File: src/rtl/vsfe_pkg.sv
// Shared types and constants for the VM status field extractor.
package vsfe_pkg;

    localparam int VALUE_BITS_DEFAULT = 31;
    localparam int CODE_BITS = 3;
    localparam int BYTE_BITS = 8;

    localparam logic [BYTE_BITS-1:0] CH_V       = 8'h56;
    localparam logic [BYTE_BITS-1:0] CH_M_LOWER = 8'h6d;
    localparam logic [BYTE_BITS-1:0] CH_R       = 8'h52;
    localparam logic [BYTE_BITS-1:0] CH_D       = 8'h44;
    localparam logic [BYTE_BITS-1:0] CH_S       = 8'h53;
    localparam logic [BYTE_BITS-1:0] CH_E       = 8'h45;
    localparam logic [BYTE_BITS-1:0] CH_L       = 8'h4c;
    localparam logic [BYTE_BITS-1:0] CH_T_LOWER = 8'h74;
    localparam logic [BYTE_BITS-1:0] CH_I_LOWER = 8'h69;
    localparam logic [BYTE_BITS-1:0] CH_ZERO    = 8'h30;
    localparam logic [BYTE_BITS-1:0] CH_NINE    = 8'h39;
    localparam logic [BYTE_BITS-1:0] CH_NEWLINE = 8'h0a;

    typedef enum logic [3:0] {
        PH_LINE_START = 4'd0,
        PH_GOT_V      = 4'd1,
        PH_GOT_VM     = 4'd2,
        PH_GOT_VMS    = 4'd3,
        PH_GOT_VML    = 4'd4,
        PH_WAIT_DIGIT = 4'd5,
        PH_DIGITS     = 4'd6,
        PH_SKIP_LINE  = 4'd7
    } phase_t;

    typedef enum logic [CODE_BITS-1:0] {
        FC_RSS   = 3'd0,
        FC_DATA  = 3'd1,
        FC_STACK = 3'd2,
        FC_SIZE  = 3'd3,
        FC_EXE   = 3'd4,
        FC_LIB   = 3'd5
    } field_code_t;

    typedef struct packed {
        logic                 valid;
        logic [BYTE_BITS-1:0] text_byte;
        logic                 start_of_text;
    } in_item_t;

endpackage

File: src/rtl/vsfe_in_stage.sv
// Input register that holds one accepted text byte for the parser.
module vsfe_in_stage
    import vsfe_pkg::*;
(
    input  logic                 clk,
    input  logic                 rst_n,
    input  logic                 s_tvalid,
    output logic                 s_tready,
    input  logic [BYTE_BITS-1:0] s_tdata,
    input  logic                 s_tuser,
    input  logic                 advance,
    output in_item_t             item
);

    logic                 valid_reg;
    logic [BYTE_BITS-1:0] byte_reg;
    logic                 start_reg;

    assign s_tready = !valid_reg || advance;

    always_ff @(posedge clk or negedge rst_n)
    begin
        if (!rst_n)
        begin
            valid_reg <= 1'b0;
        end
        else if (s_tready)
        begin
            valid_reg <= s_tvalid;
        end
    end

    always_ff @(posedge clk)
    begin
        if (s_tready && s_tvalid)
        begin
            byte_reg  <= s_tdata;
            start_reg <= s_tuser;
        end
    end

    assign item.valid         = valid_reg;
    assign item.text_byte     = byte_reg;
    assign item.start_of_text = start_reg;

endmodule

File: src/rtl/vsfe_parser.sv
// Line parser state machine with the decimal accumulator.
module vsfe_parser
    import vsfe_pkg::*;
#(
    parameter int VALUE_BITS = VALUE_BITS_DEFAULT
)
(
    input  logic                  clk,
    input  logic                  rst_n,
    input  in_item_t              item,
    input  logic                  advance,
    output logic                  res_valid,
    output field_code_t           res_code,
    output logic [VALUE_BITS-1:0] res_value
);

    localparam int WIDE_BITS = VALUE_BITS + 4;

    phase_t                phase_reg, phase_next;
    field_code_t           field_reg, field_next;
    logic [VALUE_BITS-1:0] acc_reg, acc_next;

    phase_t                phase_cur;
    field_code_t           field_cur;
    logic [VALUE_BITS-1:0] acc_cur;
    logic                  is_digit;
    logic                  is_newline;
    logic [3:0]            digit;
    logic [WIDE_BITS-1:0]  wide_sum;
    logic [VALUE_BITS-1:0] acc_added;
    phase_t                phase_other;

    always_ff @(posedge clk or negedge rst_n)
    begin
        if (!rst_n)
        begin
            phase_reg <= PH_LINE_START;
            field_reg <= FC_RSS;
            acc_reg   <= '0;
        end
        else if (advance)
        begin
            phase_reg <= phase_next;
            field_reg <= field_next;
            acc_reg   <= acc_next;
        end
    end

    always_comb
    begin
        phase_cur   = item.start_of_text ? PH_LINE_START : phase_reg;
        field_cur   = item.start_of_text ? FC_RSS : field_reg;
        acc_cur     = item.start_of_text ? '0 : acc_reg;
        is_digit    = (item.text_byte >= CH_ZERO) && (item.text_byte <= CH_NINE);
        is_newline  = (item.text_byte == CH_NEWLINE);
        digit       = item.text_byte[3:0];
        phase_other = is_newline ? PH_LINE_START : PH_SKIP_LINE;
        wide_sum    = {1'b0, acc_cur, 3'b000} + {3'b000, acc_cur, 1'b0}
                    + {{(WIDE_BITS-4){1'b0}}, digit};
        if (wide_sum[WIDE_BITS-1:VALUE_BITS] != '0)
        begin
            acc_added = '1;
        end
        else
        begin
            acc_added = wide_sum[VALUE_BITS-1:0];
        end

        phase_next = phase_cur;
        field_next = field_cur;
        acc_next   = acc_cur;
        res_valid  = 1'b0;
        res_code   = field_cur;
        res_value  = acc_cur;

        case (phase_cur)
            PH_LINE_START:
            begin
                phase_next = (item.text_byte == CH_V) ? PH_GOT_V : phase_other;
            end
            PH_GOT_V:
            begin
                phase_next = (item.text_byte == CH_M_LOWER) ? PH_GOT_VM : phase_other;
            end
            PH_GOT_VM:
            begin
                if (item.text_byte == CH_R || item.text_byte == CH_D
                    || item.text_byte == CH_E)
                begin
                    phase_next = PH_WAIT_DIGIT;
                    acc_next   = '0;
                    if (item.text_byte == CH_R)
                    begin
                        field_next = FC_RSS;
                    end
                    else if (item.text_byte == CH_D)
                    begin
                        field_next = FC_DATA;
                    end
                    else
                    begin
                        field_next = FC_EXE;
                    end
                end
                else if (item.text_byte == CH_S)
                begin
                    phase_next = PH_GOT_VMS;
                end
                else if (item.text_byte == CH_L)
                begin
                    phase_next = PH_GOT_VML;
                end
                else
                begin
                    phase_next = phase_other;
                end
            end
            PH_GOT_VMS:
            begin
                if (item.text_byte == CH_T_LOWER || item.text_byte == CH_I_LOWER)
                begin
                    phase_next = PH_WAIT_DIGIT;
                    acc_next   = '0;
                    field_next = (item.text_byte == CH_T_LOWER) ? FC_STACK : FC_SIZE;
                end
                else
                begin
                    phase_next = phase_other;
                end
            end
            PH_GOT_VML:
            begin
                if (item.text_byte == CH_I_LOWER)
                begin
                    phase_next = PH_WAIT_DIGIT;
                    acc_next   = '0;
                    field_next = FC_LIB;
                end
                else
                begin
                    phase_next = phase_other;
                end
            end
            PH_WAIT_DIGIT:
            begin
                if (is_digit)
                begin
                    acc_next   = {{(VALUE_BITS-4){1'b0}}, digit};
                    phase_next = PH_DIGITS;
                end
                else if (is_newline)
                begin
                    phase_next = PH_LINE_START;
                end
            end
            PH_DIGITS:
            begin
                if (is_digit)
                begin
                    acc_next = acc_added;
                end
                else
                begin
                    res_valid  = 1'b1;
                    phase_next = phase_other;
                end
            end
            default:
            begin
                phase_next = is_newline ? PH_LINE_START : PH_SKIP_LINE;
            end
        endcase
    end

endmodule

File: src/rtl/vsfe_out_stage.sv
// Result register that holds one field code and value for the receiver.
module vsfe_out_stage
    import vsfe_pkg::*;
#(
    parameter int VALUE_BITS = VALUE_BITS_DEFAULT,
    parameter int DATA_BITS  = ((CODE_BITS + VALUE_BITS + 7) / 8) * 8
)
(
    input  logic                  clk,
    input  logic                  rst_n,
    input  logic                  in_valid,
    input  logic                  res_valid,
    input  field_code_t           res_code,
    input  logic [VALUE_BITS-1:0] res_value,
    output logic                  advance,
    output logic                  m_tvalid,
    input  logic                  m_tready,
    output logic [DATA_BITS-1:0]  m_tdata
);

    localparam int PAD_BITS = DATA_BITS - CODE_BITS - VALUE_BITS;

    logic                  valid_reg;
    logic                  free;
    field_code_t           code_reg;
    logic [VALUE_BITS-1:0] value_reg;

    assign free    = !valid_reg || m_tready;
    assign advance = in_valid && free;

    always_ff @(posedge clk or negedge rst_n)
    begin
        if (!rst_n)
        begin
            valid_reg <= 1'b0;
        end
        else if (free)
        begin
            valid_reg <= advance && res_valid;
        end
    end

    always_ff @(posedge clk)
    begin
        if (advance && res_valid)
        begin
            code_reg  <= res_code;
            value_reg <= res_value;
        end
    end

    assign m_tvalid = valid_reg;
    generate
        if (PAD_BITS > 0)
        begin : g_pad
            assign m_tdata = {{PAD_BITS{1'b0}}, value_reg, code_reg};
        end
        else
        begin : g_nopad
            assign m_tdata = {value_reg, code_reg};
        end
    endgenerate

endmodule

File: src/rtl/vm_status_field_extractor_top.sv
// Top level of the VM status field extractor.
// The block reads a status text one byte per item on the slave channel and
// emits one item on the master channel for each recognised memory line,
// carrying the field code and its decimal value, saturated at the top of
// the value range.
// An accepted byte is first held in an input register; the parser updates
// its state from that register and writes any result into the output
// register when that byte advances, so a result is presented from the output
// register once the byte that ends its digits has passed the parser.
// One byte is taken every cycle while the output register is empty or m_tready
// is high; the parser state and the single output register set that rate.
// When the receiver stalls, the output register holds its item, the input
// register fills, and s_tready falls until m_tready returns; nothing is lost.
// Setting tuser on a byte restarts the parser at the start of a line.
// Reset empties both registers and puts the parser at the start of a line.
module vm_status_field_extractor_top
    import vsfe_pkg::*;
#(
    parameter int VALUE_BITS = VALUE_BITS_DEFAULT,
    parameter int DATA_BITS  = ((CODE_BITS + VALUE_BITS + 7) / 8) * 8
)
(
    input  logic                 clk,
    input  logic                 rst_n,
    input  logic                 s_tvalid,
    output logic                 s_tready,
    input  logic [BYTE_BITS-1:0] s_tdata,   // text_byte
    input  logic                 s_tuser,   // start_of_text
    output logic                 m_tvalid,
    input  logic                 m_tready,
    output logic [DATA_BITS-1:0] m_tdata    // field_code, field_value, zero fill
);

    in_item_t              item;
    logic                  advance;
    logic                  res_valid;
    field_code_t           res_code;
    logic [VALUE_BITS-1:0] res_value;

    vsfe_in_stage u_in_stage (
        .clk      (clk),
        .rst_n    (rst_n),
        .s_tvalid (s_tvalid),
        .s_tready (s_tready),
        .s_tdata  (s_tdata),
        .s_tuser  (s_tuser),
        .advance  (advance),
        .item     (item)
    );

    vsfe_parser #(
        .VALUE_BITS (VALUE_BITS)
    ) u_parser (
        .clk       (clk),
        .rst_n     (rst_n),
        .item      (item),
        .advance   (advance),
        .res_valid (res_valid),
        .res_code  (res_code),
        .res_value (res_value)
    );

    vsfe_out_stage #(
        .VALUE_BITS (VALUE_BITS),
        .DATA_BITS  (DATA_BITS)
    ) u_out_stage (
        .clk       (clk),
        .rst_n     (rst_n),
        .in_valid  (item.valid),
        .res_valid (res_valid),
        .res_code  (res_code),
        .res_value (res_value),
        .advance   (advance),
        .m_tvalid  (m_tvalid),
        .m_tready  (m_tready),
        .m_tdata   (m_tdata)
    );

endmodule
File: config.mk
export PLATFORM = sky130hd
export DESIGN_NAME = vm_status_field_extractor_top
export DESIGN_NICKNAME = d
export VERILOG_FILES = /design/src/rtl/vsfe_pkg.sv /design/src/rtl/vsfe_in_stage.sv /design/src/rtl/vsfe_parser.sv /design/src/rtl/vsfe_out_stage.sv /design/src/rtl/vm_status_field_extractor_top.sv
export SDC_FILE = /design/constraint.sdc
export NUM_CORES = 1
export LEC_CHECK = 0
export ABC_AREA = 1
export BUFFER_PORTS_ARGS = -buffer_cell sky130_fd_sc_hd__clkbuf_2
export CAP_MARGIN = 20
export CELL_PAD_IN_SITES_DETAIL_PLACEMENT = 1
export CELL_PAD_IN_SITES_GLOBAL_PLACEMENT = 1
export CORE_MARGIN = 4
export CORE_UTILIZATION = 40
export DETAILED_ROUTE_END_ITERATION = 8
export GPL_ROUTABILITY_DRIVEN = 0
export PLACE_DENSITY_LB_ADDON = 0.05
export SYNTH_ARGS = -nofsm -noshare
export SYNTH_HDL_FRONTEND = slang
export SYNTH_SLANG_ARGS = --single-unit
File: constraint.sdc
create_clock -name clk -period 6.9 [get_ports clk]
set_input_delay 0.69 -clock clk [delete_from_list [all_inputs] [get_ports clk]]
set_output_delay 0.69 -clock clk [all_outputs]
set_load 0.03 [all_outputs]
==> results.json <==
{
  "internal_power_mw": 1.07,
  "hp-class": "in2async",
  "clock_buffer_count_from_cts": 9,
  "dp_hpwl_mm": 16.9,
  "clock_latency_ns": 0.35,
  "synth_cell_type_count": 45,
  "clock_path_buffers": 2,
  "start_util": 0.407,
  "setup.worst_path.start_class": "flop",
  "drive_above_1_share": 0.101,
  "critPathSlowestCell": "nor2_4",
  "final-hold-violation-count": 0,
  "dpl_worst_slack_ns": 2.57,
  "cp_max_fo": 31,
  "crit_required_ns": 7.14,
  "postLayoutCoreUtil": 0.445,
  "htreeDepth": 3,
  "post_syn_instances": 1022,
  "ant_nets": 0,
  "critical-path-top-delay-family": "simple AND/OR/NAND/NOR gates",
  "critical_path.cell_chain": "buf_4, nor2_1, ha_1, ha_1, nand2_1, inv_1, a21oi_1, nand2_1, a21oi_1, nand2_1, nand2_1, nand2_1, nor2_4, nand3_1, nand2_1, nand2_1, nand2_1, nand2_1",
  "clock_sink_count": 83,
  "arrival_ns": 4.63,
  "worst_ir_drop_on_vdd_uv": 133,
  "post_cts_hold_buffer_count": 0,
  "die-width_um": 141,
  "global_route_total_overflow": 0,
  "grt_max_degree": 41,
  "power_density_nw_per_um2": 241,
  "critical_path.reg2reg.startpoint": "u_in_stage.start_reg$_DFFE_PP_",
  "final.period_utilization": 0.637,
  "final_design_area_no_fill_um2": 7700,
  "stdcell_count": 1291,
  "io_buffer_count": 48,
  "grt_first_pass_wirelength_mm": 35.8,
  "clk_pin_slew_ns": 0.07,
  "drt_pass1_iterations": 5,
  "detail_route.vias_per_cell": 5.08,
  "initialDrtViolationCount": 292,
  "total_switching_power_mw": 0.787,
  "power_frac_clock": 0.245,
  "number_of_nets_in_the_layout": 1136,
  "synth.avg_cell_area_um2": 6.88,
  "max_slew_margin_vs_limit": 0.323,
  "outcome": "completed",
  "fillerInstances": 2271,
  "cp_common_cell": "nand2_1",
  "reported_max_cap_violation_count": 0,
  "p_leak_nw": 4.13,
  "synth_enable_flop_cells": 43,
  "number_of_global_route_vias_before_repair": 6786,
  "globalRouteTotalUtil": 0.227,
  "syn_area_um2": 7040,
  "setup_slack_of_the_most_critical_reg_to_reg_path_ns": 2.51,
  "worst-setup-path-type": "reg2reg",
  "floorplan.io_pins": 55,
  "max_slew.worst_pin.slew_ns": 1.01,
  "antenna_found_initial": 0,
  "combinationalPowerShare": 0.417,
  "fmaxAchievable_mhz": 228,
  "placed_insts": 1274,
  "share_of_the_yosys_chip_area_belonging_to_registers": 0.326,
  "ys_seq_elements": 83,
  "wl_per_cell_um": 17.0,
  "ctsResizeCount": 0,
  "timing.rr.end": "u_parser.acc_reg[23]$_DFFE_PN0P_",
  "fp.dieArea_um2": 19800,
  "netSwitchingFraction": 0.424,
  "tns_ns": 0,
  "number_of_remaining_drc_errors": 0,
  "crit_path_max_incr_delay_ns": 0.69,
  "area_growth_pct": 9.43,
  "worst_setup_slack_final_ns": 2.51,
  "post-cts-setup-buffers": 0,
  "routed_wirelength_mm": 22.0,
  "synth_flop_cell": "edfxtp_1",
  "routed-via-count": 6555,
  "cp-end-kind": "flop",
  "worstSetupPathDepth": 18,
  "crit_path_buffers_inverters": 2,
  "die_y_um": 141,
  "cts-root-buf": "clkbuf_16",
  "place_area_um2": 7420,
  "cts_tree": "done",
  "std_cell_rows": 48,
  "timing.final.crit_period_ns": 4.39,
  "n_antenna_cell": 0,
  "setup_viol": 0,
  "synth-async-reset-ratio": 0.482,
  "r2r_cell_count": 18,
  "core_area_um2": 17300,
  "seqPwrFrac": 0.337,
  "unrepaired_setup_endpoints_after_global_routing": "no",
  "clock-skew-final_ns": 0.0106,
  "yosysWarnings": 0,
  "final_max_slew_violation_count": 0
}
cells in the final DEF, fill, tap and decap left out, types with 6 or more instances in the layout:
cell type,synthesis,final
nor2_1,113,113
xor2_1,6,6
clkbuf_2,0,48
clkbuf_16,0,9
nor3_1,11,10
a21oi_1,61,61
nand2_2,20,20
nand3_1,49,49
xnor2_1,15,15
nand4_1,12,12
a211oi_1,6,6
edfxtp_1,43,43
ha_1,61,61
dfrtp_1,40,40
o21bai_1,8,8
o21ai_0,20,20
nand2_1,330,330
conb_1,1,6
inv_1,152,152
buf_4,7,6
cell families after synthesis:
group	synth area share
simple gates	0.337
buf+inv	0.112
compound gates	0.0871
flops	0.326
fa+ha+maj	0.111
xor+xnor	0.0261
other cells	0.000533
worst max path at each step:
stage	from	slack (ns)	endpoint
after detailed placement	u_in_stage.start_reg$_DFFE_PP_	2.57	u_parser.acc_reg[23]$_DFFE_PN0P_
after global routing	u_in_stage.start_reg$_DFFE_PP_	2.16	u_parser.acc_reg[21]$_DFFE_PN0P_
after CTS	u_in_stage.start_reg$_DFFE_PP_	2.55	u_parser.acc_reg[23]$_DFFE_PN0P_
after floorplan	m_tready	2.78	u_out_stage.code_reg[0]$_DFFE_PP_
final	u_in_stage.start_reg$_DFFE_PP_	2.51	u_parser.acc_reg[23]$_DFFE_PN0P_
after global placement	u_in_stage.start_reg$_DFFE_PP_	2.68	u_parser.acc_reg[8]$_DFFE_PN0P_
metal layers:
layer,vias up,share of wire,global-route usage
met5,-,0,0
met4,0,0.010,0.0439
met3,14,0.023,0.0275
met2,78,0.45,0.370
met1,3141,0.52,0.328
li1,3322,-,-
power groups by stage:
| stage | clock network [mW] | registers [mW] | logic (mW) |
|---|---|---|---|
| 6_report | 0.455 | 0.625 | 0.774 |
| 3_5_place_dp | 0 | 0.635 | 0.769 |
| 5_1_grt | 0.487 | 0.633 | 0.874 |
| 2_1_floorplan | 0 | 0.638 | 0.580 |
| 3_3_place_gp | 0 | 0.631 | 0.754 |
| 4_1_cts | 0.469 | 0.625 | 0.772 |
stage by stage:
step,total power [mW],hold WS [ns]
6_report,1.85,0.409
4_1_cts,1.87,0.424
5_1_grt,1.99,0.444
3_5_place_dp,1.40,0.467
2_1_floorplan,1.22,0.394
3_3_place_gp,1.39,0.463
cell usage after synthesis (2+ instances only):
cell type | instances | area share
buf_4 | 7 | 0.0075
nor4_1 | 2 | 0.0018
a21oi_1 | 61 | 0.043
nand2_1 | 330 | 0.18
ha_1 | 61 | 0.11
o211ai_1 | 2 | 0.0021
inv_1 | 152 | 0.081
buf_6 | 7 | 0.011
clkbuf_1 | 13 | 0.0069
nand2_2 | 20 | 0.018
a211oi_1 | 6 | 0.0064
buf_2 | 4 | 0.0028
nand3_2 | 5 | 0.0071
nor3_1 | 11 | 0.0078
nor2_4 | 4 | 0.0064
nand4_1 | 12 | 0.011
nor2_2 | 4 | 0.0036
dfrtp_1 | 40 | 0.14
a32oi_1 | 2 | 0.0025
o2111ai_1 | 2 | 0.0025
nand3_1 | 49 | 0.035
xor2_1 | 6 | 0.0075
edfxtp_1 | 43 | 0.18
o21bai_1 | 8 | 0.0085
xnor2_1 | 15 | 0.019
nand3b_1 | 5 | 0.0053
o21ai_0 | 20 | 0.014
nor2_1 | 113 | 0.060
inv_2 | 2 | 0.0011
area by class of cell:
class / instances / area, um^2 / area share
multi-input combinational: 757 / 3980 / 0.517
sequential: 83 / 2290 / 0.298
inverter: 155 / 584 / 0.0759
timing repair buffer: 55 / 297 / 0.0385
tap: 225 / 282 / 0.0366
clock buffer: 12 / 236 / 0.0307
clock inverter: 4 / 28.8 / 0.00374
worst reg2reg max path, stage by stage (launching register included):
cell and delay (ns):
edfxtp_1 0.67, buf_4 0.35, nor2_1 0.40, ha_1 0.32, ha_1 0.38, nand2_1 0.17, inv_1 0.06, a21oi_1 0.23
nand2_1 0.12, a21oi_1 0.18, nand2_1 0.08, nand2_1 0.05, nand2_1 0.07, nor2_4 0.69, nand3_1 0.22, nand2_1 0.12
nand2_1 0.06, nand2_1 0.06, nand2_1 0.05
Power figures use the tool's default switching activity.
